==> config.mk <==
export PLATFORM = sky130hd
export DESIGN_NAME = slot_free_list_allocator_unit
export DESIGN_NICKNAME = d
export VERILOG_FILES = /design/src/sfla_pkg.sv /design/src/sfla_ram.sv /design/src/sfla_front.sv /design/src/sfla_back.sv /design/src/slot_free_list_allocator_unit.sv
export VERILOG_INCLUDE_DIRS = /design/src /design/src/src
export SDC_FILE = /design/constraint.sdc
export NUM_CORES = 2
export LEC_CHECK = 0
export BUFFER_PORTS_ARGS = -buffer_cell sky130_fd_sc_hd__buf_2
export CAP_MARGIN = 5
export CORE_UTILIZATION = 35
export CTS_CLUSTER_SIZE = 10
export DETAILED_ROUTE_END_ITERATION = 12
export SLEW_MARGIN = 20
export SYNTH_ARGS = -nofsm -noshare
export SYNTH_HDL_FRONTEND = slang
export SYNTH_SLANG_ARGS = --single-unit
export TNS_END_PERCENT = 1
==> constraint.sdc <==
create_clock -name clk -period 20.5 [get_ports clk]
set_input_delay 1.025 -clock clk [delete_from_list [all_inputs] [get_ports clk]]
set_output_delay 1.025 -clock clk [all_outputs]
set_load 0.01 [all_outputs]
==> src/slot_free_list_allocator_unit_assert.svh <==
// Assertion macros used by the allocator RTL in sfla_back.
`ifndef SLOT_FREE_LIST_ALLOCATOR_UNIT_ASSERT_SVH
`define SLOT_FREE_LIST_ALLOCATOR_UNIT_ASSERT_SVH

// same-cycle implication, sampled on clk, off during reset
`define SFLA_ASSERT_NOW(lbl, ante, cons) \
	lbl: assert property (@(posedge clk) disable iff (!arst_n) (ante) |-> (cons)) \
		else $error("sfla: same-cycle check failed");

// next-cycle implication
`define SFLA_ASSERT_NXT(lbl, ante, cons) \
	lbl: assert property (@(posedge clk) disable iff (!arst_n) (ante) |=> (cons)) \
		else $error("sfla: next-cycle check failed");

`endif

==> src/sfla_pkg.sv <==
package sfla_pkg;

	localparam int POOL_SLOTS  = 256;
	localparam int MAX_RUN     = 64;
	localparam int SLOT_W      = $clog2(POOL_SLOTS);
	localparam int FREE_W      = $clog2(POOL_SLOTS + 1);
	localparam int CNT_W       = $clog2(MAX_RUN + 1);
	localparam int RUN_W       = 7;
	localparam int REQ_W       = 3;
	localparam int QUEUE_DEPTH = 2;

	localparam logic [FREE_W-1:0] LOW_MARK_RST = FREE_W'(64);

	// request codes as seen on the port
	localparam logic [REQ_W-1:0] REQ_ALLOC_ONE  = 3'd0;
	localparam logic [REQ_W-1:0] REQ_ALLOC_RUN  = 3'd1;
	localparam logic [REQ_W-1:0] REQ_FREE_ONE   = 3'd2;
	localparam logic [REQ_W-1:0] REQ_FREE_CHAIN = 3'd3;
	localparam logic [REQ_W-1:0] REQ_SET_LINK   = 3'd4;

	typedef enum logic [1:0] {
		ST_OK       = 2'd0,
		ST_SHORT    = 2'd1,
		ST_OVERFLOW = 2'd2
	} status_t;

	// internal command classes after decode
	typedef enum logic [1:0] {
		CMD_ALLOC,
		CMD_FREE,
		CMD_LINK,
		CMD_NOP
	} cmd_t;

	typedef enum logic {
		BK_IDLE,
		BK_WALK
	} back_state_t;

	typedef struct packed {
		logic [REQ_W-1:0]  req_type;
		logic [SLOT_W-1:0] slot;
		logic [SLOT_W-1:0] last_slot;
		logic [RUN_W-1:0]  run_count;
	} req_t;

	typedef struct packed {
		logic [SLOT_W-1:0] granted_slot;
		status_t           status;
		logic              last_of_run;
		logic [FREE_W-1:0] free_left;
		logic              pool_low;
	} rsp_t;

	typedef struct packed {
		cmd_t              cmd;
		logic [SLOT_W-1:0] first;
		logic [SLOT_W-1:0] last;
		logic [CNT_W-1:0]  count;
	} cmd_entry_t;

endpackage

==> src/sfla_ram.sv <==
module sfla_ram #(
	parameter int WIDTH = 8,
	parameter int DEPTH = 256
) (
	input  logic                     clk,
	input  logic                     wr_en,
	input  logic [$clog2(DEPTH)-1:0] wr_addr,
	input  logic [WIDTH-1:0]         wr_data,
	input  logic                     rd_en,
	input  logic [$clog2(DEPTH)-1:0] rd_addr,
	output logic [WIDTH-1:0]         rd_data
);

	logic [WIDTH-1:0] mem_q [DEPTH];

	always_ff @(posedge clk) begin
		if (wr_en) begin
			mem_q[wr_addr] <= wr_data;
		end
		if (rd_en) begin
			rd_data <= mem_q[rd_addr];
		end
	end

endmodule

==> src/sfla_front.sv <==
module sfla_front
	import sfla_pkg::*;
(
	input  logic       clk,
	input  logic       arst_n,
	input  logic       start,
	input  req_t       req,
	output logic       busy,
	output logic       q_valid,
	output cmd_entry_t q_entry,
	input  logic       q_pop
);

	localparam int PTR_W = (QUEUE_DEPTH > 1) ? $clog2(QUEUE_DEPTH) : 1;
	localparam int QCNT_W = $clog2(QUEUE_DEPTH + 1);

	cmd_entry_t          ent_q [QUEUE_DEPTH];
	logic [PTR_W-1:0]    wr_ptr_q, rd_ptr_q;
	logic [QCNT_W-1:0]   cnt_q;
	cmd_entry_t          dec;
	logic [CNT_W-1:0]    cnt_clamped;
	logic                push;
	logic                pop;

	// count 0 acts as 1, anything above the run limit is cut to it
	always_comb begin
		if (req.run_count == '0) begin
			cnt_clamped = CNT_W'(1);
		end else if (CNT_W'(req.run_count) > CNT_W'(MAX_RUN)) begin
			cnt_clamped = CNT_W'(MAX_RUN);
		end else begin
			cnt_clamped = CNT_W'(req.run_count);
		end
	end

	// single free is a one-slot chain whose first and last coincide
	always_comb begin
		dec.first = req.slot;
		dec.last  = req.last_slot;
		dec.count = cnt_clamped;
		unique case (req.req_type)
			REQ_ALLOC_ONE: begin
				dec.cmd   = CMD_ALLOC;
				dec.count = CNT_W'(1);
			end
			REQ_ALLOC_RUN: begin
				dec.cmd = CMD_ALLOC;
			end
			REQ_FREE_ONE: begin
				dec.cmd   = CMD_FREE;
				dec.last  = req.slot;
				dec.count = CNT_W'(1);
			end
			REQ_FREE_CHAIN: begin
				dec.cmd = CMD_FREE;
			end
			REQ_SET_LINK: begin
				dec.cmd = CMD_LINK;
			end
			default: begin
				dec.cmd = CMD_NOP;
			end
		endcase
	end

	assign busy    = (cnt_q == QCNT_W'(QUEUE_DEPTH));
	assign push    = start && !busy;
	assign q_valid = (cnt_q != '0);
	assign pop     = q_pop && q_valid;
	assign q_entry = ent_q[rd_ptr_q];

	always_ff @(posedge clk) begin
		if (push) begin
			ent_q[wr_ptr_q] <= dec;
		end
	end

	always_ff @(posedge clk or negedge arst_n) begin
		if (!arst_n) begin
			wr_ptr_q <= '0;
			rd_ptr_q <= '0;
			cnt_q    <= '0;
		end else begin
			if (push) begin
				wr_ptr_q <= (wr_ptr_q == PTR_W'(QUEUE_DEPTH - 1)) ? '0 : wr_ptr_q + 1'b1;
			end
			if (pop) begin
				rd_ptr_q <= (rd_ptr_q == PTR_W'(QUEUE_DEPTH - 1)) ? '0 : rd_ptr_q + 1'b1;
			end
			if (push && !pop) begin
				cnt_q <= cnt_q + 1'b1;
			end else if (pop && !push) begin
				cnt_q <= cnt_q - 1'b1;
			end
		end
	end

endmodule

==> src/sfla_back.sv <==
`include "slot_free_list_allocator_unit_assert.svh"

module sfla_back
	import sfla_pkg::*;
(
	input  logic              clk,
	input  logic              arst_n,
	input  logic              q_valid,
	input  cmd_entry_t        q_entry,
	output logic              q_pop,
	input  logic              cfg_valid,
	output logic              cfg_ready,
	input  logic [FREE_W-1:0] cfg_data,
	output logic              rsp_valid,
	output rsp_t              rsp
);

	back_state_t          state_q, state_d;
	logic [SLOT_W-1:0]    head_q, head_d;
	logic [FREE_W-1:0]    free_q, free_d;
	logic [FREE_W-1:0]    low_mark_q;
	logic [CNT_W-1:0]     remain_q, remain_d;
	logic [SLOT_W-1:0]    cur_q, cur_d;
	logic [POOL_SLOTS-1:0] vld_q;
	logic                 rd_vld_q;

	logic                 wr_en, rd_en;
	logic [SLOT_W-1:0]    wr_addr, wr_data, rd_addr, rd_data;
	logic [SLOT_W-1:0]    nxt;
	logic [FREE_W:0]      free_sum;

	logic                 emit;
	logic [SLOT_W-1:0]    emit_slot;
	status_t              emit_status;
	logic                 emit_last;

	sfla_ram #(
		.WIDTH (SLOT_W),
		.DEPTH (POOL_SLOTS)
	) u_link_ram (
		.clk     (clk),
		.wr_en   (wr_en),
		.wr_addr (wr_addr),
		.wr_data (wr_data),
		.rd_en   (rd_en),
		.rd_addr (rd_addr),
		.rd_data (rd_data)
	);

	assign cfg_ready = 1'b1;

	// a link never written still holds its reset successor
	assign nxt = rd_vld_q ? rd_data
		: ((cur_q == SLOT_W'(POOL_SLOTS - 1)) ? '0 : cur_q + 1'b1);

	assign free_sum = {1'b0, free_q} + (FREE_W + 1)'(q_entry.count);

	always_comb begin
		state_d     = state_q;
		head_d      = head_q;
		free_d      = free_q;
		remain_d    = remain_q;
		cur_d       = cur_q;
		q_pop       = 1'b0;
		rd_en       = 1'b0;
		rd_addr     = head_q;
		wr_en       = 1'b0;
		wr_addr     = q_entry.last;
		wr_data     = head_q;
		emit        = 1'b0;
		emit_slot   = '0;
		emit_status = ST_OK;
		emit_last   = 1'b1;
		unique case (state_q)
			BK_IDLE: begin
				if (q_valid) begin
					q_pop = 1'b1;
					unique case (q_entry.cmd)
						CMD_ALLOC: begin
							if (free_q < FREE_W'(q_entry.count)) begin
								emit        = 1'b1;
								emit_status = ST_SHORT;
							end else begin
								rd_en    = 1'b1;
								rd_addr  = head_q;
								cur_d    = head_q;
								remain_d = q_entry.count;
								free_d   = free_q - FREE_W'(q_entry.count);
								state_d  = BK_WALK;
							end
						end
						CMD_FREE: begin
							emit = 1'b1;
							if (free_sum > (FREE_W + 1)'(POOL_SLOTS)) begin
								emit_status = ST_OVERFLOW;
							end else begin
								// splice chain in front of the list
								wr_en   = 1'b1;
								wr_addr = q_entry.last;
								wr_data = head_q;
								head_d  = q_entry.first;
								free_d  = free_sum[FREE_W-1:0];
							end
						end
						CMD_LINK: begin
							emit    = 1'b1;
							wr_en   = 1'b1;
							wr_addr = q_entry.first;
							wr_data = q_entry.last;
						end
						default: begin
							emit = 1'b1;
						end
					endcase
				end
			end
			BK_WALK: begin
				emit      = 1'b1;
				emit_slot = cur_q;
				emit_last = (remain_q == CNT_W'(1));
				head_d    = nxt;
				if (remain_q == CNT_W'(1)) begin
					state_d = BK_IDLE;
				end else begin
					rd_en    = 1'b1;
					rd_addr  = nxt;
					cur_d    = nxt;
					remain_d = remain_q - 1'b1;
				end
			end
			default: begin
				state_d = BK_IDLE;
			end
		endcase
	end

	always_ff @(posedge clk or negedge arst_n) begin
		if (!arst_n) begin
			state_q    <= BK_IDLE;
			head_q     <= '0;
			free_q     <= FREE_W'(POOL_SLOTS);
			low_mark_q <= LOW_MARK_RST;
			remain_q   <= '0;
			vld_q      <= '0;
			rsp_valid  <= 1'b0;
		end else begin
			state_q   <= state_d;
			head_q    <= head_d;
			free_q    <= free_d;
			remain_q  <= remain_d;
			rsp_valid <= emit;
			if (cfg_valid && cfg_ready) begin
				low_mark_q <= cfg_data;
			end
			if (wr_en) begin
				vld_q[wr_addr] <= 1'b1;
			end
		end
	end

	always_ff @(posedge clk) begin
		cur_q <= cur_d;
		if (rd_en) begin
			rd_vld_q <= vld_q[rd_addr];
		end
		if (emit) begin
			rsp.granted_slot <= emit_slot;
			rsp.status       <= emit_status;
			rsp.last_of_run  <= emit_last;
			rsp.free_left    <= free_d;
			rsp.pool_low     <= (free_d < low_mark_q);
		end
	end

	`SFLA_ASSERT_NOW(a_free_in_pool, 1'b1, free_q <= FREE_W'(POOL_SLOTS))
	`SFLA_ASSERT_NOW(a_walk_remain, state_q == BK_WALK, remain_q != '0)
	`SFLA_ASSERT_NXT(a_walk_ends, (state_q == BK_WALK) && (remain_q == CNT_W'(1)), state_q == BK_IDLE)
	`SFLA_ASSERT_NOW(a_fail_is_last, rsp_valid && (rsp.status != ST_OK), rsp.last_of_run)
	`SFLA_ASSERT_NOW(a_no_pop_in_walk, state_q == BK_WALK, !q_pop)

endmodule

==> src/slot_free_list_allocator_unit.sv <==
// Channel   Handshake              Payload
// request   start / busy           req (req_t)
// result    rsp_valid (strobe)     rsp (rsp_t)
// config    cfg_valid / cfg_ready  cfg_data (low_mark)
//
// Requests enter a two-beat command queue; busy rises only while it is full.
// Frees, link writes, refusals and unknown codes are handled in the executor's idle
// state and answered through the registered result; a granted allocation of n slots
// holds the executor in its walk state, one link-memory read per slot.
// Reset leaves all 256 slots free in order, head at slot 0, low_mark 64; per-slot
// valid bits stand in for reset links, so no clearing pass. Results cannot be stalled.
module slot_free_list_allocator_unit
	import sfla_pkg::*;
(
	input  logic              clk,
	input  logic              arst_n,
	input  logic              start,
	output logic              busy,
	input  req_t              req,
	output logic              rsp_valid,
	output rsp_t              rsp,
	input  logic              cfg_valid,
	output logic              cfg_ready,
	input  logic [FREE_W-1:0] cfg_data
);

	logic       q_valid;
	logic       q_pop;
	cmd_entry_t q_entry;

	sfla_front u_front (
		.clk     (clk),
		.arst_n  (arst_n),
		.start   (start),
		.req     (req),
		.busy    (busy),
		.q_valid (q_valid),
		.q_entry (q_entry),
		.q_pop   (q_pop)
	);

	sfla_back u_back (
		.clk       (clk),
		.arst_n    (arst_n),
		.q_valid   (q_valid),
		.q_entry   (q_entry),
		.q_pop     (q_pop),
		.cfg_valid (cfg_valid),
		.cfg_ready (cfg_ready),
		.cfg_data  (cfg_data),
		.rsp_valid (rsp_valid),
		.rsp       (rsp)
	);

endmodule

== Yosys cells after proc, flatten, opt, wreduce, memory -nomap -nowiden ==
Memories as Yosys holds them, arrays and structs flattened. A register that Yosys moved wholly into a read port is not among the register bits.
Cells that the tools add are included.

* Output and inout port bits: 24
* Input port bits: 39
* Memories kept: 2
* Word-level logic and storage cells: 135
* Register bits after elaboration: 325
* Bits in writable memories: 2098

{| class="wikitable"
|+ Memory list
! name !! depth !! bits a word !! read ports !! clocked after memory_dff !! write ports !! RTL line !! RTL
|-
| u_back.u_link_ram.mem_q || 256 || 8 || 1 || 1 || 1 || sfla_ram.sv:14 || <nowiki>logic [WIDTH-1:0] mem_q [DEPTH];</nowiki>
|-
| u_front.ent_q || 2 || 25 || 1 || 0 || 1 || sfla_front.sv:17 || <nowiki>cmd_entry_t ent_q [QUEUE_DEPTH];</nowiki>
|}

* Magnitude comparators: 7
* Bitwise operators: 3
* Eq/ne operators: 15
* Multiplexer cells: 64
* Reductions and logical operators: 19
* $add $sub $neg: 8

{| class="wikitable"
|+ Operator list
! kind !! count
|-
| $or A256 B256 Y256 || 1
|-
| $mux W8 || 17
|-
| $mux W7 || 7
|-
| $pmux W8 S2 || 3
|-
| $mux W9 || 4
|-
| $mux W1 || 21
|-
| $lt A8 B9 Y1 const B || 2
|-
| $pmux W9 S2 || 1
|-
| $pmux W7 S2 || 1
|-
| $ne A2 B2 Y1 const B || 6
|-
| $add A9 B7 Y10 || 1
|-
| $gt A10 B9 Y1 const B || 1
|-
| $lt A9 B7 Y1 || 1
|-
| $lt A9 B9 Y1 || 1
|-
| $sub A9 B7 Y9 || 1
|-
| $add A8 B1 Y8 const B || 1
|-
| $bmux W1 S8 || 1
|-
| $demux W1 S8 || 1
|-
| $eq A8 B8 Y1 const B || 1
|-
| $ge A8 B1 Y1 const B || 1
|-
| $reduce_or A2 Y1 || 4
|-
| $eq A7 B1 Y1 const B || 1
|-
| $gt A7 B7 Y1 const B || 1
|-
| $logic_not A7 Y1 || 1
|-
| 21 further kinds || 36
|}

== Depth between registers and ports, before layout ==
An unclocked memory read counts as a cell.

* Depth after elaboration: 10
* Depth in mapped cells: 26
* Depth with buffers taken out: 24

== Modules after synthesis ==
From an unflattened synthesis, not the netlist that was laid out.

* Cells, all modules: 5108
* Area total of the unflattened synthesis: 97234.5 um2

{| class="wikitable"
|+ Modules (own cells, without submodules)
! module !! cells an instance !! area an instance (um2) !! times used
|-
| sfla_ram || 3733 || 79636.4 || 1
|-
| sfla_back || 1254 || 15369.7 || 1
|-
| sfla_front || 121 || 2228.4 || 1
|}

== Worst setup path before layout ==
Ideal clock, no wire load.

* Kind: register to register
* From: register u_front.rd_ptr_q
* To: memory u_back.u_link_ram.mem_q[0][5], data pin
* Setup time: 2.188 ns
* Data required time: 18.312 ns
* Cell stages (with the launch flop): 10
* Path slack: 5.679 ns
* Path buffers: 5
* Arrival time: 12.633 ns
* Cell sequence: dfrtp_1 > clkbuf_1 > clkbuf_1 > buf_1 > mux2i_1 > ha_1 > nand2_1 > clkbuf_1 > clkbuf_1 > o21ai_0

* Word-level cells in the longest chain between the ends: 5

{| class="wikitable"
|+ Ends and longest elaborated chain
! item !! RTL line !! RTL
|-
| start: declaration || sfla_front.sv:18 || <nowiki>logic [PTR_W-1:0] wr_ptr_q, rd_ptr_q;</nowiki>
|-
| start signal: assignment || sfla_front.sv:88 || <nowiki>rd_ptr_q <= (rd_ptr_q == PTR_W'(QUEUE_DEPTH - 1)) ? '0 : rd_ptr_q + 1'b1;</nowiki>
|-
| $mem_v2 Z2 W25 (*) || n/a ||
|-
| $eq A2 B2 Y1 || sfla_back.sv:78 || <nowiki>unique case (q_entry.cmd)</nowiki>
|-
| $mux W8 (*) || n/a ||
|-
| $mux W8 (*) || sfla_back.sv:76 || <nowiki>if (q_valid) begin</nowiki>
|-
| $mux W8 (*) || sfla_back.sv:74 || <nowiki>unique case (state_q)</nowiki>
|-
| via u_back.u_link_ram.wr_data[5] || sfla_ram.sv:8 || <nowiki>input logic [WIDTH-1:0] wr_data,</nowiki>
|-
| end: declaration || sfla_ram.sv:14 ||
|}

Mark *: on every way through the listed nets, which the timed path passes. The rest lies on a longest branch.

== Worst setup path in the final report ==
* From: register u_back.state_q
* To: register u_back.u_link_ram.rd_data[4] (read register of u_back.u_link_ram.mem_q), data pin

* Word-level cells in the longest chain between the ends: 2
* Elaborated cells on any way between the ends: 3
* Classes of those cells: 2 x mux; 1 x bitwise

{| class="wikitable"
|+ Ends and longest elaborated chain
! item !! RTL line !! RTL
|-
| start: declaration || sfla_back.sv:18 || <nowiki>back_state_t state_q, state_d;</nowiki>
|-
| start signal: assignment || sfla_back.sv:147 || <nowiki>state_q <= state_d;</nowiki>
|-
| $not A1 Y1 || n/a ||
|-
| $pmux W8 S2 / $pmux W1 S2 (equally long branches) || sfla_back.sv:74 ||
|-
| end: declaration || sfla_ram.sv:11 || <nowiki>output logic [WIDTH-1:0] rd_data</nowiki>
|}

Several ways; a longest one is shown, not always the timed one.
A chain may end at the register's enable or synchronous reset.

==> flow_metrics.tcl <==
set metrics [dict create \
    status "completed" \
    avgSynthCellArea_um2 15.1 \
    crit_required_ns 21.27 \
    dr.pass1.iters 6 \
    finalClockSkew_ns 0.0771 \
    grt_max_degree 185 \
    grt_pass1_wl_mm 378 \
    cp_slowest_stage_delay_ns 0.92 \
    tns_ns 0 \
    setup_viol 0 \
    rr_endpoint "u_back.u_link_ram.rd_data[4]$_DFFE_PP_" \
    hold_path_class "in -> async" \
    hold_viol_final 0 \
    path_clk_slew_ns 0.06 \
    relSlewSlack_pct 23.8 \
    maxCapViolCount 0 \
    clock_path_buffers 4 \
    ioPinCount 63 \
    setup.worst_path.end_class "register" \
    core_um2 277000 \
    vias_per_cell 5.48 \
    fp.dieArea_um2 282000 \
    synth_area_leader_cell "edfxtp_1" \
    area_growth_pct 12.3 \
    die_w_um 531 \
    arrival_ns 7.89 \
    rsz0062_at_grt "false" \
    whs_ns 0.0535 \
    ant_nets 0 \
    grt_pass1_vias 56800 \
    startpoint_type "register" \
    synthTopCellsByCount "2136 x edfxtp_1, 1017 x nand2_1, 777 x mux2i_1" \
    reg2reg_depth 15 \
    io_buffers 61 \
    synthArstFlopShare_pct 12.1 \
    vias 56700 \
    grt.overflow.total 0 \
    syn_inst 6506 \
    insertion_delay_ns 0.95 \
    cts_tree "built" \
    crit_top_cell "buf_4" \
    start_util_pct 35.3 \
    worstMarginPinSlew_ns 1.14 \
    ys_seq_area_share_pct 73.0 \
    postCtsResizedCells 0 \
    crit_chain "buf_4 > o21a_1 > inv_2 > a32oi_4 > buf_4 > buf_4 > buf_4 > buf_4 > nand2_1 > a32o_1 > a221oi_1 > o22ai_1 > o31ai_1 > and2_0 > a221o_1" \
    syn_nets 6577 \
    ys_ff_latch 2431 \
    synth_edf_count 2136 \
    ctsRootBufferMaster "clkbuf_16" \
    cts_sinks 2431 \
    num_rows 193 \
    rr_startpoint "u_back.state_q$_DFF_PN0_" \
    synth_top_cell_area_share_pct 65.5 \
    dpl.hpwl_mm 146 \
    critPathKind "reg -> reg" \
    cts_buffers 297 \
    drive_gt1_share_pct 8.31 \
    drc 0 \
    routed_wl_mm 256 \
    cts_setup_buffers 0 \
    fin_nets 6590 \
    ys.flop_type "edfxtp_1" \
    antenna_found_initial 5 \
    wl_per_cell_um 24.8 \
    holdBufCountCts 0 \
    htreeDepth 5 \
    reg2reg_slack_ns 13.38 \
    critPathSlowestCell "buf_4" \
    cp_max_fo 72 \
    yosysMostFrequentCell "edfxtp_1" \
    period_share_pct 34.7 \
    synth.distinct_cells 73 \
    ys_top_cells_by_area "edfxtp_1 65%, mux2i_1 7.9%, dfrtp_1 7.5%" \
    synth_warnings 0 \
    netlist_area_um2 98000 \
    final_max_slew_viol_count 0 \
    fin_crit_ns 7.12 \
    die_h_um 531 \
    max_freq_mhz 141 \
    place.gp.congestion 0.842 \
    dr.first_iter.drc_count 5873 \
    track_usage_pct 17.8 \
]
## worst max-delay path: cells and delay by family (launching register included)
kind	cells	cell delay [ns]
and+or+nand+nor	2	0.56
AOI/OAI and AO/OA	7	2.15
DFF	1	0.32
buffers and inverters	6	3.76
## how the worst max path moves through the flow
stage | startpoint | to | slack [ns] | cells after the start
2_1_floorplan | u_front.rd_ptr_q$_DFFE_PN0P_ | u_back.u_link_ram.mem_q[0][5]$_DFFE_PP_ | 5.68 | 9
3_3_place_gp | u_back.remain_q[1]$_DFFE_PN0P_ | u_back.u_link_ram.rd_data[4]$_DFFE_PP_ | 13.54 | 17
3_5_place_dp | u_back.remain_q[0]$_DFFE_PN0P_ | u_back.u_link_ram.rd_data[4]$_DFFE_PP_ | 13.49 | 16
4_1_cts | u_back.remain_q[0]$_DFFE_PN0P_ | u_back.u_link_ram.rd_data[4]$_DFFE_PP_ | 13.45 | 16
5_1_grt | u_back.remain_q[0]$_DFFE_PN0P_ | u_back.u_link_ram.rd_data[4]$_DFFE_PP_ | 13.04 | 16
6_report | u_back.state_q$_DFF_PN0_ | u_back.u_link_ram.rd_data[4]$_DFFE_PP_ | 13.38 | 15
## sequential cells by signal, indices dropped and copies added, names as in the netlist, 2 cells and up
register	cells
u_back.free_q	9
u_back.low_mark_q	9
u_back.head_q	8
u_front.ent_q	50
u_back.cur_q	8
u_back.rsp	21
u_front.cnt_q	2
u_back.u_link_ram.mem_q	2048
u_back.u_link_ram.rd_data	8
u_back.vld_q	256
u_back.remain_q	7
## placed cells by master, fill, tap and decap left out, types with 95 or more instances in the layout
| cell | instances |
|---|---|
| edfxtp_1 | 2136 |
| nand2_1 | 1004 |
| mux2i_1 | 777 |
| nor2_1 | 311 |
| clkbuf_16 | 304 |
| dfrtp_1 | 293 |
| o21bai_1 | 258 |
| a32oi_1 | 251 |
| a32o_1 | 144 |
| a221oi_1 | 137 |
| nand3_1 | 128 |
| a21oi_1 | 127 |
| clkbuf_1 | 95 |
## area by class of cell
| type | instances | area, um2 |
|---|---|---|
| fillers | 25000 | 167000 |
| clock buffers | 400 | 7980 |
| inverters | 41 | 154 |
| clock inverters | 12 | 86.3 |
| well taps | 3705 | 4640 |
| flip-flops and latches | 2431 | 71500 |
| repair buffers | 160 | 1200 |
| diodes | 2 | 5.00 |
| multi-input cells | 3588 | 24400 |
## stage by stage
step	instance area, um2	util, %	instances	setup WS (ns)
detailed placement	102000	36.7	9925	13.49
CTS	110000	39.6	10300	13.45
global placement	102000	36.7	9925	13.54
floorplan	98000	-	6506	5.68
global route	110000	39.6	10300	13.04
finish	110000	39.6	10300	13.38
## routing by layer
metal  vias up  routed length [um]  GRT usage (%)  share of wire (%)
met3       392               17500           3.05                6.8
met1     29200              109000           24.0                 43
met4         4                5990           5.03                2.3
li1      25000                   -              -                  -
met5         -                  31              0              0.012
met2      2111              123000           29.4                 48
## logic make-up (layout without fill, tap and decap cells)
group,count (synthesis),after routing,synth area share (%)
AO/OA/AOI/OAI,1176,1176,9.39
adder cells (fa/ha/maj),32,32,0.424
AND/OR/NAND/NOR,1559,1559,6.39
flip-flops,2431,2431,73.0
other,1,3,0.00383
buffers and inverters,487,613,2.38
XOR/XNOR,21,21,0.188
multiplexers,799,799,8.22
Power is left out: the tool's default activity adds up to more than one toggle a clock period on the data nets, which glitch-free logic cannot reach.
